## config.mk

```make
export PLATFORM = sky130hd
export DESIGN_NAME = clip_driven_gain_stepper_flat
export DESIGN_NICKNAME = d
export VERILOG_FILES = /design/src/rtl/cdgs_pkg.sv /design/src/rtl/cdgs_if.sv /design/src/rtl/cdgs_csr.sv /design/src/rtl/cdgs_gain_path.sv /design/src/rtl/cdgs_step_ctrl.sv /design/src/rtl/clip_driven_gain_stepper.sv /design/src/flat_wrapper.sv
export SDC_FILE = /design/constraint.sdc
export NUM_CORES = 2
export LEC_CHECK = 0
export BUFFER_PORTS_ARGS = -buffer_cell sky130_fd_sc_hd__buf_4
export CAP_MARGIN = 30
export CORE_ASPECT_RATIO = 0.75
export CORE_MARGIN = 10
export CORE_UTILIZATION = 31
export DETAILED_ROUTE_END_ITERATION = 10
export GPL_ROUTABILITY_DRIVEN = 0
export GPL_TIMING_DRIVEN = 0
export PLACE_DENSITY_LB_ADDON = 0.1
export RECOVER_POWER = 50
export SYNTH_ARGS = -nofsm -noshare
export SYNTH_HDL_FRONTEND = slang
export SYNTH_SLANG_ARGS = --single-unit
```

## constraint.sdc

```tcl
create_clock -name clock -period 25.8 [get_ports clock]
set_input_delay 0 -clock clock [delete_from_list [all_inputs] [get_ports clock]]
set_output_delay 0 -clock clock [all_outputs]
set_load 0.005 [all_outputs]
```

## src/rtl/cdgs_pkg.sv

```systemverilog
// ----------------------------------------------------------------------------
// cdgs_pkg
// Shared widths, register indexes, configuration and event types, and the
// gain ROM of the clip driven gain stepper.
// ----------------------------------------------------------------------------
package cdgs_pkg;

   localparam int NUM_GAINS_DEF = 20;
   localparam int ROM_DEPTH     = 32;
   localparam int ROM_IDX_W     = 5;
   localparam int SAMPLE_W      = 16;
   localparam int GAIN_W        = 16;
   localparam int MAG_W         = 17;
   localparam int LEVEL_W       = 15;
   localparam int SUM_W         = 24;
   localparam int CNT_W         = 8;
   localparam int HOLD_W        = 16;
   localparam int HIST_W        = 8;
   localparam int CSR_ADDR_W    = 3;
   localparam int CSR_DATA_W    = 24;

   localparam logic [LEVEL_W-1:0] CLIP_LEVEL_RST   = 15'd32113;
   localparam logic [SUM_W-1:0]   SUM_THRESH_RST   = 24'd327680;
   localparam logic [CNT_W-1:0]   FRAMES_STEP_RST  = 8'd5;
   localparam logic [HOLD_W-1:0]  HOLD_FRAMES_RST  = 16'd200;
   localparam logic [HIST_W-1:0]  HIST_LIMIT_RST   = 8'd2;

   typedef enum logic [CSR_ADDR_W-1:0] {
      CSR_CLIP_LEVEL     = 3'd0,
      CSR_SUM_THRESHOLD  = 3'd1,
      CSR_FRAMES_TO_STEP = 3'd2,
      CSR_HOLD_FRAMES    = 3'd3,
      CSR_HISTORY_LIMIT  = 3'd4
   } csr_index_type;

   typedef struct packed {
      logic [LEVEL_W-1:0] clip_level;
      logic [SUM_W-1:0]   clip_sum_threshold;
      logic [CNT_W-1:0]   clip_frames_to_step;
      logic [HOLD_W-1:0]  hold_frames;
      logic [HIST_W-1:0]  history_limit;
   } cfg_type;

   // One processed beat as seen by the gain step control.
   typedef struct packed {
      logic fire;
      logic frame_end;
      logic clipped;
   } frame_event_type;

   // 0.9^k rounded to two decimals, unsigned Q1.15.
   localparam logic [GAIN_W-1:0] GAIN_ROM [ROM_DEPTH] = '{
      16'd32768, 16'd29491, 16'd26542, 16'd23921, 16'd21627, 16'd19333, 16'd17367, 16'd15729,
      16'd14090, 16'd12780, 16'd11469, 16'd10158, 16'd9175,  16'd8192,  16'd7537,  16'd6881,
      16'd6226,  16'd5571,  16'd4915,  16'd4588,  16'd3932,  16'd3604,  16'd3277,  16'd2949,
      16'd2621,  16'd2294,  16'd1966,  16'd1966,  16'd1638,  16'd1638,  16'd1311,  16'd1311
   };

   function automatic logic [GAIN_W-1:0] gain_lookup(input logic [ROM_IDX_W-1:0] idx);
      return GAIN_ROM[idx];
   endfunction

endpackage

```

## src/rtl/cdgs_if.sv

```systemverilog
// ----------------------------------------------------------------------------
// cdgs_if
// Valid/ready channels of the clip driven gain stepper: sample input,
// result output and register write.
// ----------------------------------------------------------------------------
interface cdgs_req_if;
   import cdgs_pkg::*;
   logic                       valid;
   logic                       ready;
   logic signed [SAMPLE_W-1:0] sample;
   logic                       frame_end;

   modport source (output valid, output sample, output frame_end, input ready);
   modport sink   (input valid, input sample, input frame_end, output ready);
endinterface

interface cdgs_rsp_if;
   import cdgs_pkg::*;
   logic                        valid;
   logic                        ready;
   logic signed [SAMPLE_W-1:0]  gained_sample;
   logic [ROM_IDX_W-1:0]        gain_index;
   logic                        frame_clipped;

   modport source (output valid, output gained_sample, output gain_index,
                   output frame_clipped, input ready);
   modport sink   (input valid, input gained_sample, input gain_index,
                   input frame_clipped, output ready);
endinterface

interface cdgs_csr_if;
   import cdgs_pkg::*;
   logic                  valid;
   logic                  ready;
   logic [CSR_ADDR_W-1:0] index;
   logic [CSR_DATA_W-1:0] data;

   modport source (output valid, output index, output data, input ready);
   modport sink   (input valid, input index, input data, output ready);
endinterface

```

## src/rtl/cdgs_csr.sv

```systemverilog
// ----------------------------------------------------------------------------
// cdgs_csr
// Configuration registers; every write beat is accepted and registered.
// ----------------------------------------------------------------------------
module cdgs_csr (
   input  logic              clock,
   input  logic              reset,
   cdgs_csr_if.sink          csr_bus,
   output cdgs_pkg::cfg_type cfg
);
   import cdgs_pkg::*;

   cfg_type cfg_ff;
   cfg_type cfg_in;

   assign csr_bus.ready = 1'b1;
   assign cfg           = cfg_ff;

   always_comb begin
      cfg_in = cfg_ff;
      if (csr_bus.valid) begin
         unique case (csr_bus.index)
            CSR_CLIP_LEVEL:     cfg_in.clip_level          = csr_bus.data[LEVEL_W-1:0];
            CSR_SUM_THRESHOLD:  cfg_in.clip_sum_threshold  = csr_bus.data[SUM_W-1:0];
            CSR_FRAMES_TO_STEP: cfg_in.clip_frames_to_step = csr_bus.data[CNT_W-1:0];
            CSR_HOLD_FRAMES:    cfg_in.hold_frames         = csr_bus.data[HOLD_W-1:0];
            CSR_HISTORY_LIMIT:  cfg_in.history_limit       = csr_bus.data[HIST_W-1:0];
            default:            cfg_in = cfg_ff;
         endcase
      end
   end

   always_ff @(posedge clock) begin
      if (reset) begin
         cfg_ff.clip_level          <= CLIP_LEVEL_RST;
         cfg_ff.clip_sum_threshold  <= SUM_THRESH_RST;
         cfg_ff.clip_frames_to_step <= FRAMES_STEP_RST;
         cfg_ff.hold_frames         <= HOLD_FRAMES_RST;
         cfg_ff.history_limit       <= HIST_LIMIT_RST;
      end else begin
         cfg_ff <= cfg_in;
      end
   end

endmodule

```

## src/rtl/cdgs_gain_path.sv

```systemverilog
// ----------------------------------------------------------------------------
// cdgs_gain_path
// Gain multiply, clip detection and per-frame clipped-magnitude sum.
// ----------------------------------------------------------------------------
module cdgs_gain_path #(
   parameter int NUM_GAINS = cdgs_pkg::NUM_GAINS_DEF,
   localparam int IDX_W    = $clog2(NUM_GAINS)
) (
   input  logic                                 clock,
   input  logic                                 reset,
   input  logic                                 fire,
   input  logic signed [cdgs_pkg::SAMPLE_W-1:0] sample,
   input  logic                                 frame_end,
   input  logic [IDX_W-1:0]                     gain_step,
   input  cdgs_pkg::cfg_type                    cfg,
   output logic signed [cdgs_pkg::SAMPLE_W-1:0] gained_sample,
   output cdgs_pkg::frame_event_type            frame_event
);
   import cdgs_pkg::*;

   localparam int PROD_W = MAG_W + GAIN_W;

   logic [SUM_W-1:0]    clip_sum_ff;
   logic [SUM_W-1:0]    clip_sum_in;
   logic                neg;
   logic [MAG_W-1:0]    mag_in;
   logic [GAIN_W-1:0]   gain;
   logic [PROD_W-1:0]   prod;
   logic [SAMPLE_W-1:0] mag_out;
   logic                over;
   logic [SUM_W:0]      sum_add;
   logic [SUM_W-1:0]    sum_sat;
   logic [SUM_W-1:0]    sum_next;
   logic                clipped;

   // Sign-magnitude multiply: magnitude of -32768 needs the 17th bit.
   assign neg     = sample[SAMPLE_W-1];
   assign mag_in  = neg ? MAG_W'(18'h10000 - 18'(unsigned'(sample)))
                        : MAG_W'(unsigned'(sample));
   assign gain    = gain_lookup(ROM_IDX_W'(gain_step));
   assign prod    = PROD_W'(mag_in) * PROD_W'(gain);
   assign mag_out = prod[30:15];

   assign gained_sample = neg ? SAMPLE_W'(MAG_W'(18'h10000) - MAG_W'(mag_out)) : mag_out;

   assign over     = MAG_W'(mag_out) > MAG_W'(cfg.clip_level);
   assign sum_add  = (SUM_W+1)'(clip_sum_ff) + (SUM_W+1)'(mag_out);
   assign sum_sat  = sum_add[SUM_W] ? {SUM_W{1'b1}} : sum_add[SUM_W-1:0];
   assign sum_next = over ? sum_sat : clip_sum_ff;
   assign clipped  = frame_end && (sum_next >= cfg.clip_sum_threshold);

   assign clip_sum_in = frame_end ? '0 : sum_next;

   assign frame_event.fire      = fire;
   assign frame_event.frame_end = frame_end;
   assign frame_event.clipped   = clipped;

   always_ff @(posedge clock) begin
      if (reset) begin
         clip_sum_ff <= '0;
      end else if (fire) begin
         clip_sum_ff <= clip_sum_in;
      end
   end

endmodule

```

## src/rtl/cdgs_step_ctrl.sv

```systemverilog
// ----------------------------------------------------------------------------
// cdgs_step_ctrl
// Clipped-frame count, hold count, gain index and per-index clip history.
// History sits in two stacks around the current index so that the entries
// at the current and next lower index are always at fixed taps.
// ----------------------------------------------------------------------------
module cdgs_step_ctrl #(
   parameter int NUM_GAINS = cdgs_pkg::NUM_GAINS_DEF,
   localparam int IDX_W    = $clog2(NUM_GAINS)
) (
   input  logic                      clock,
   input  logic                      reset,
   input  cdgs_pkg::frame_event_type frame_event,
   input  cdgs_pkg::cfg_type         cfg,
   output logic [IDX_W-1:0]          gain_step,
   output logic [IDX_W-1:0]          gain_step_next
);
   import cdgs_pkg::*;

   localparam logic [IDX_W-1:0] TOP = IDX_W'(NUM_GAINS - 1);

   logic [CNT_W-1:0]  cnt_ff,  cnt_in;
   logic [HOLD_W-1:0] hold_ff, hold_in;
   logic [IDX_W-1:0]  step_ff, step_in;
   // up_ff[0] is history at the current index, up_ff[i] at index + i;
   // dn_ff[0] is history at index - 1, dn_ff[i] at index - 1 - i.
   logic [HIST_W-1:0] up_ff [NUM_GAINS];
   logic [HIST_W-1:0] up_in [NUM_GAINS];
   logic [HIST_W-1:0] dn_ff [NUM_GAINS];
   logic [HIST_W-1:0] dn_in [NUM_GAINS];
   logic [CNT_W-1:0]  cnt_inc;
   logic [HIST_W-1:0] hist_inc;
   logic [HIST_W-1:0] lower_hist;

   assign gain_step      = step_ff;
   assign gain_step_next = step_in;

   assign cnt_inc    = (cnt_ff == {CNT_W{1'b1}}) ? cnt_ff : cnt_ff + 1'b1;
   assign hist_inc   = (up_ff[0] == {HIST_W{1'b1}}) ? up_ff[0] : up_ff[0] + 1'b1;
   assign lower_hist = (step_ff != '0) ? dn_ff[0] : up_ff[0];

   always_comb begin
      cnt_in  = cnt_ff;
      hold_in = hold_ff;
      step_in = step_ff;
      up_in   = up_ff;
      dn_in   = dn_ff;
      if (frame_event.fire && frame_event.frame_end) begin
         if (frame_event.clipped) begin
            if (cnt_inc > cfg.clip_frames_to_step) begin
               cnt_in   = '0;
               hold_in  = cfg.hold_frames;
               up_in[0] = hist_inc;
               if (step_ff != TOP) begin
                  // Step down in gain: push current entry below.
                  step_in  = step_ff + 1'b1;
                  dn_in[0] = hist_inc;
                  for (int i = 1; i < NUM_GAINS; i++) dn_in[i] = dn_ff[i-1];
                  for (int i = 0; i < NUM_GAINS - 1; i++) up_in[i] = up_ff[i+1];
                  up_in[NUM_GAINS-1] = '0;
               end
            end else begin
               cnt_in = cnt_inc;
            end
         end else if (hold_ff != '0) begin
            hold_in = hold_ff - 1'b1;
         end else if (lower_hist <= cfg.history_limit) begin
            hold_in = cfg.hold_frames;
            if (step_ff != '0) begin
               // Step up in gain: pull the lower entry back on top.
               step_in  = step_ff - 1'b1;
               up_in[0] = dn_ff[0];
               for (int i = 1; i < NUM_GAINS; i++) up_in[i] = up_ff[i-1];
               for (int i = 0; i < NUM_GAINS - 1; i++) dn_in[i] = dn_ff[i+1];
               dn_in[NUM_GAINS-1] = '0;
            end
         end
      end
   end

   always_ff @(posedge clock) begin
      if (reset) begin
         cnt_ff  <= '0;
         hold_ff <= '0;
         step_ff <= '0;
         for (int i = 0; i < NUM_GAINS; i++) begin
            up_ff[i] <= '0;
            dn_ff[i] <= '0;
         end
      end else begin
         cnt_ff  <= cnt_in;
         hold_ff <= hold_in;
         step_ff <= step_in;
         up_ff   <= up_in;
         dn_ff   <= dn_in;
      end
   end

endmodule

```

## src/rtl/clip_driven_gain_stepper.sv

```systemverilog
// ----------------------------------------------------------------------------
// clip_driven_gain_stepper
// Applies a stepped gain to a Q1.15 sample stream and moves the gain index
// from per-frame clip statistics.
//
// Pipeline: an accepted req beat passes the input register, then one pass
//   of multiply, clip sum and frame update into the result register, from
//   which it leaves as its rsp beat.
// Throughput: 1 beat per cycle unless rsp stalls; the gain/frame state loop closes between beats.
// Reset: synchronous; clears all counters, the gain index, clip history and
//   the valid flags of both pipeline registers, and loads the register reset
//   values.
// ----------------------------------------------------------------------------
module clip_driven_gain_stepper #(
   parameter int NUM_GAINS = cdgs_pkg::NUM_GAINS_DEF
) (
   input logic         clock,
   input logic         reset,
   cdgs_req_if.sink    req_bus,
   cdgs_rsp_if.source  rsp_bus,
   cdgs_csr_if.sink    csr_bus
);
   import cdgs_pkg::*;

   localparam int IDX_W = $clog2(NUM_GAINS);

   // Input register
   logic                       in_valid_ff;
   logic signed [SAMPLE_W-1:0] sample_ff;
   logic                       frame_end_ff;

   // Result register
   logic                       out_valid_ff;
   logic signed [SAMPLE_W-1:0] gained_ff;
   logic [ROM_IDX_W-1:0]       index_ff;
   logic                       clipped_ff;

   logic                       advance;
   logic                       fire;
   cfg_type                    cfg;
   frame_event_type            frame_event;
   logic signed [SAMPLE_W-1:0] gained_sample;
   logic [IDX_W-1:0]           gain_step;
   logic [IDX_W-1:0]           gain_step_next;

   // The result register frees up when empty or when its beat is taken;
   // the input register then hands its item through the single pass.
   assign advance       = !out_valid_ff || rsp_bus.ready;
   assign fire          = in_valid_ff && advance;
   assign req_bus.ready = !in_valid_ff || advance;

   cdgs_csr u_csr (
      .clock   (clock),
      .reset   (reset),
      .csr_bus (csr_bus),
      .cfg     (cfg)
   );

   // Multiply by the gain in force before this item, accumulate clip sum.
   cdgs_gain_path #(.NUM_GAINS(NUM_GAINS)) u_gain_path (
      .clock         (clock),
      .reset         (reset),
      .fire          (fire),
      .sample        (sample_ff),
      .frame_end     (frame_end_ff),
      .gain_step     (gain_step),
      .cfg           (cfg),
      .gained_sample (gained_sample),
      .frame_event   (frame_event)
   );

   // Judge the frame and move the gain index at frame end.
   cdgs_step_ctrl #(.NUM_GAINS(NUM_GAINS)) u_step_ctrl (
      .clock          (clock),
      .reset          (reset),
      .frame_event    (frame_event),
      .cfg            (cfg),
      .gain_step      (gain_step),
      .gain_step_next (gain_step_next)
   );

   // Capture an accepted req beat; hold it while the result side stalls.
   always_ff @(posedge clock) begin
      if (reset) begin
         in_valid_ff <= 1'b0;
      end else if (req_bus.ready) begin
         in_valid_ff <= req_bus.valid;
      end
   end

   always_ff @(posedge clock) begin
      if (req_bus.ready && req_bus.valid) begin
         sample_ff    <= req_bus.sample;
         frame_end_ff <= req_bus.frame_end;
      end
   end

   // Load the result register on each pass; drop valid once the beat leaves.
   always_ff @(posedge clock) begin
      if (reset) begin
         out_valid_ff <= 1'b0;
      end else if (advance) begin
         out_valid_ff <= in_valid_ff;
      end
   end

   always_ff @(posedge clock) begin
      if (fire) begin
         gained_ff  <= gained_sample;
         index_ff   <= ROM_IDX_W'(gain_step_next);
         clipped_ff <= frame_event.clipped;
      end
   end

   assign rsp_bus.valid         = out_valid_ff;
   assign rsp_bus.gained_sample = gained_ff;
   assign rsp_bus.gain_index    = index_ff;
   assign rsp_bus.frame_clipped = clipped_ff;

endmodule
```

## src/flat_wrapper.sv

```systemverilog
// flat-port wrapper written by rule: the top's interface ports become plain ports
module clip_driven_gain_stepper_flat import cdgs_pkg::*;
#(
   parameter int NUM_GAINS = cdgs_pkg::NUM_GAINS_DEF
)
  (clock, reset, req_bus_valid, req_bus_sample, req_bus_frame_end, req_bus_ready, rsp_bus_valid, rsp_bus_gained_sample, rsp_bus_gain_index, rsp_bus_frame_clipped, rsp_bus_ready, csr_bus_valid, csr_bus_index, csr_bus_data, csr_bus_ready);
  cdgs_req_if req_bus_i ();
  cdgs_rsp_if rsp_bus_i ();
  cdgs_csr_if csr_bus_i ();
  input logic clock;
  input logic reset;
  input wire logic [$bits(req_bus_i.valid)-1:0] req_bus_valid;
  input wire logic [$bits(req_bus_i.sample)-1:0] req_bus_sample;
  input wire logic [$bits(req_bus_i.frame_end)-1:0] req_bus_frame_end;
  output wire logic [$bits(req_bus_i.ready)-1:0] req_bus_ready;
  output wire logic [$bits(rsp_bus_i.valid)-1:0] rsp_bus_valid;
  output wire logic [$bits(rsp_bus_i.gained_sample)-1:0] rsp_bus_gained_sample;
  output wire logic [$bits(rsp_bus_i.gain_index)-1:0] rsp_bus_gain_index;
  output wire logic [$bits(rsp_bus_i.frame_clipped)-1:0] rsp_bus_frame_clipped;
  input wire logic [$bits(rsp_bus_i.ready)-1:0] rsp_bus_ready;
  input wire logic [$bits(csr_bus_i.valid)-1:0] csr_bus_valid;
  input wire logic [$bits(csr_bus_i.index)-1:0] csr_bus_index;
  input wire logic [$bits(csr_bus_i.data)-1:0] csr_bus_data;
  output wire logic [$bits(csr_bus_i.ready)-1:0] csr_bus_ready;
  assign req_bus_i.valid = req_bus_valid;
  assign req_bus_i.sample = req_bus_sample;
  assign req_bus_i.frame_end = req_bus_frame_end;
  assign req_bus_ready = req_bus_i.ready;
  assign rsp_bus_valid = rsp_bus_i.valid;
  assign rsp_bus_gained_sample = rsp_bus_i.gained_sample;
  assign rsp_bus_gain_index = rsp_bus_i.gain_index;
  assign rsp_bus_frame_clipped = rsp_bus_i.frame_clipped;
  assign rsp_bus_i.ready = rsp_bus_ready;
  assign csr_bus_i.valid = csr_bus_valid;
  assign csr_bus_i.index = csr_bus_index;
  assign csr_bus_i.data = csr_bus_data;
  assign csr_bus_ready = csr_bus_i.ready;
  clip_driven_gain_stepper #(.NUM_GAINS(NUM_GAINS)) u_core (.clock(clock), .reset(reset), .req_bus(req_bus_i), .rsp_bus(rsp_bus_i), .csr_bus(csr_bus_i));
endmodule
```

==> out/qor.txt <==
Die area - 122000 sq um
Clock buffer depth - 3
Synth cell types - 77
GRT overflow - 0
DR vias/cell - 5.37
Clock Power Share - 0.238
DRC errors left - 0
Setup Skew - 54.9 ps
# IOs - 74
Switch share - 0.444
Commonest cells in the netlist - 700 x nand2_1, 603 x a21oi_1, 446 x dfxtp_1, 327 x inv_1, 277 x clkbuf_1
DRT Pass-1 Iters - 5
Starting Density - 0.313
Largest net degree at the start of global routing - 27
1st-iter DRT viols - 2634
Initial antenna violation count - 7
Int Power - 1920 uW
Skew-Pair Late Insertion Delay - 660 ps
CP arrival - 18360 ps
Routed wire length per instance - 21.1 um
Failing checks - capacitance limit
Root buffer cell - clkbuf_16
Core ar. - 108000 sq um
Fillers - 11300
CP Data Required Time - 26230 ps
Cell mode on critical path - inv_1
Die H - 306 um
Syn Area/Cell - 8.10 sq um
Post-synth top flop - dfxtp_1
Area leader, netlist - dfxtp_1
Synth top area share - 0.265
Area Growth Syn to Fin - 14.2%
Fraction of registers with async set/reset - 0
Logic gate share of total power - 0.517
Ant diodes - 0
H-tree Lvls - 2
Port Buf Inserts - 71
Max cap viols - 1
# resized after CTS - 0
Slew Limit Fails - 0
Post-synth EDFFs - 39
Clock transition at path regs - 60 ps
Fraction of layout cells with a size suffix above 1 - 0.0500
Routed wire length - 123000 um
Slowest stage delay, CP - 1120 ps
Nets - 4818
DRT antenna net count - 0
Setup CP Type - reg2reg
Sw Pwr - 1540 uW
P per Cell Area - 89.9 nW/um^2
# setup viols final - 0
Worst vdd ir - 0.0000754 V
Row count - 104
First-pass GRT wire length - 191000 um
Tot GR Track Use - 0.194
Hold crit path type - in2reg
Slowest CP cell - mux2i_1
DR vias - 31400
Status - finished, violations left
Setup Total Neg Slack - 0 ps
Post-synthesis sequential area ratio - 0.300
Slew @ Worst Pin - 1490 ps
RSZ-0062 raised after global routing - false
Yosys reg bits - 485
P_leak - 0.0145 uW
Chip width - 401 um
Cells after Synth - 4164
Fin. Hold Viols - 0
Dominant cell by count in the synthesized netlist - nand2_1
Post-DP HPWL - 94900 um
Peak Freq - 55.8 MHz
Vias in the first global route - 30400
CTS tree - built
Clock Sinks - 485
CTS Buf Count - 54
Synth Cell Area - 33700 sq um
Slew HR - 0.00352
Minimum clock period - 17930 ps
Synth warnings - 0
CP Max Fanout - 10
Final period util - 0.695
Seq pwr share - 0.245
Total power - 3460 uW
Setup crit end kind - flip-flop
CP Launch Type - flip-flop
Main area contributors after synthesis - dfxtp_1 26%, fa_1 12%, a21oi_1 9.0%
worst max-delay path, delay by kind of cell (launching register included):
family	cells	cell delay, ps
AOI/OAI and AO/OA	18	5700
adders and majority gates	10	4260
buffers and inverters	15	4030
and+or+nand+nor	8	1300
muxes	1	1120
xor gates and xnor gates	1	660
DFF	1	590
layout by cell type, fill, tap and decap left out, types with 18 or more instances in the layout:
| cell type | instances |
|---|---|
| clkbuf_4 | 30 |
| and3_1 | 143 |
| o21ai_0 | 79 |
| o21a_1 | 18 |
| a311oi_1 | 170 |
| fa_1 | 207 |
| xor2_1 | 22 |
| edfxtp_1 | 39 |
| buf_2 | 26 |
| buf_4 | 46 |
| nand2b_1 | 21 |
| dfxtp_1 | 446 |
| a21oi_1 | 603 |
| clkbuf_1 | 318 |
| nor2_1 | 188 |
| inv_1 | 328 |
| and2_1 | 37 |
| o211ai_1 | 29 |
| xnor2_1 | 56 |
| a211oi_1 | 149 |
| dlygate4sd3_1 | 51 |
| nor3_1 | 47 |
| a31oi_1 | 24 |
| nand2_1 | 700 |
| a21o_1 | 31 |
| ha_1 | 186 |
| clkbuf_16 | 55 |
| nor2b_1 | 21 |
| nand3_1 | 62 |
| nand4_1 | 40 |
power by group through the flow:
| stage | combinational [uW] | clock [uW] | sequential, uW |
|---|---|---|---|
| floorplan | 1230 | 0 | 854 |
| global placement | 1780 | 0 | 864 |
| detailed placement | 1780 | 0 | 863 |
| CTS | 1800 | 844 | 847 |
| global route | 2000 | 874 | 851 |
| finish | 1790 | 823 | 847 |
final timing paths:
| check | from | endpoint | slack, ps | cells after the start |
|---|---|---|---|---|
| hold reg to reg | u_core.u_csr.cfg[2]$_SDFFE_PP0P_ | u_core.u_csr.cfg[2]$_SDFFE_PP0P_ | 450 | 2 |
| hold / removal | req_bus_frame_end | u_core.frame_end_ff$_DFFE_PP_ | 110 | 2 |
| setup reg to reg | u_core.u_step_ctrl.gain_step[1]$_SDFF_PP0_ | u_core.rsp_bus.gain_index[0]$_DFFE_PP_ | 7870 | 53 |
| setup / recovery | u_core.u_step_ctrl.gain_step[1]$_SDFF_PP0_ | u_core.rsp_bus.gain_index[0]$_DFFE_PP_ | 7870 | 53 |
per-stage QoR:
step | util | hold WS [ps] | setup slack (ps) | std cells | instance area [sq um]
floorplan | - | 98.9 | 13700 | 4177 | 33800
global placement | 0.335 | 179 | 7970 | 5679 | 36100
detailed placement | 0.337 | 180 | 8960 | 5698 | 36200
CTS | 0.359 | 60.4 | 8900 | 5850 | 38600
global route | 0.358 | 97.0 | 6840 | 5852 | 38500
finish | 0.358 | 111 | 7870 | 5852 | 38500
registers in the layout, indices dropped and copies added, names as in the netlist, 8 cells and up:
name and flops:
u_core.u_step_ctrl.up_ff 160, u_core.u_gain_path.clip_sum_ff 24, u_core.u_step_ctrl.hold_ff 16, u_core.u_step_ctrl.cnt_ff 8
u_core.u_csr.cfg 71, u_core.sample_ff 16, u_core.u_step_ctrl.dn_ff 160, u_core.rsp_bus.gained_sample 16
metal layers:
layer	part of all wire	track usage	vias to the layer above
met2	0.37	0.252	920
met3	0.068	0.0343	102
met1	0.55	0.325	15400
met5	0.000073	0	-
met4	0.011	0.0255	2
li1	-	-	15000
layout make-up:
type | count | area, sq um | area share
Buffer | 324 | 1270 | 0.0329
Clock buffer | 83 | 1600 | 0.0416
Clock inverter | 18 | 245 | 0.00637
Inverter | 331 | 1240 | 0.0323
Multi-Input combinational cell | 3037 | 21100 | 0.549
Sequential cell | 485 | 10100 | 0.262
Tap cell | 1431 | 1790 | 0.0465
Timing Repair Buffer | 143 | 1130 | 0.0294
kinds of logic (layout without fill, tap and decap cells):
kind of cell             count (synthesis)  after routing  synth area share
AO/OA/AOI/OAI                         1202           1202             0.226
XOR/XNOR                                78             78            0.0203
adder cells (fa/ha/maj)                393            393             0.192
buffers and inverters                  655            899            0.0748
flip-flops                             485            485             0.300
multiplexers                            30             30            0.0102
other                                    2             15          0.000223
AND/OR/NAND/NOR                       1319           1319             0.177
what timing repair did:
item                                   4_1_cts  5_1_grt
hold buffers                                51        0
endpoints found under the hold margin       90        0
buffers inserted                             0        0
Note: power is estimated with default switching activity, not from simulation.
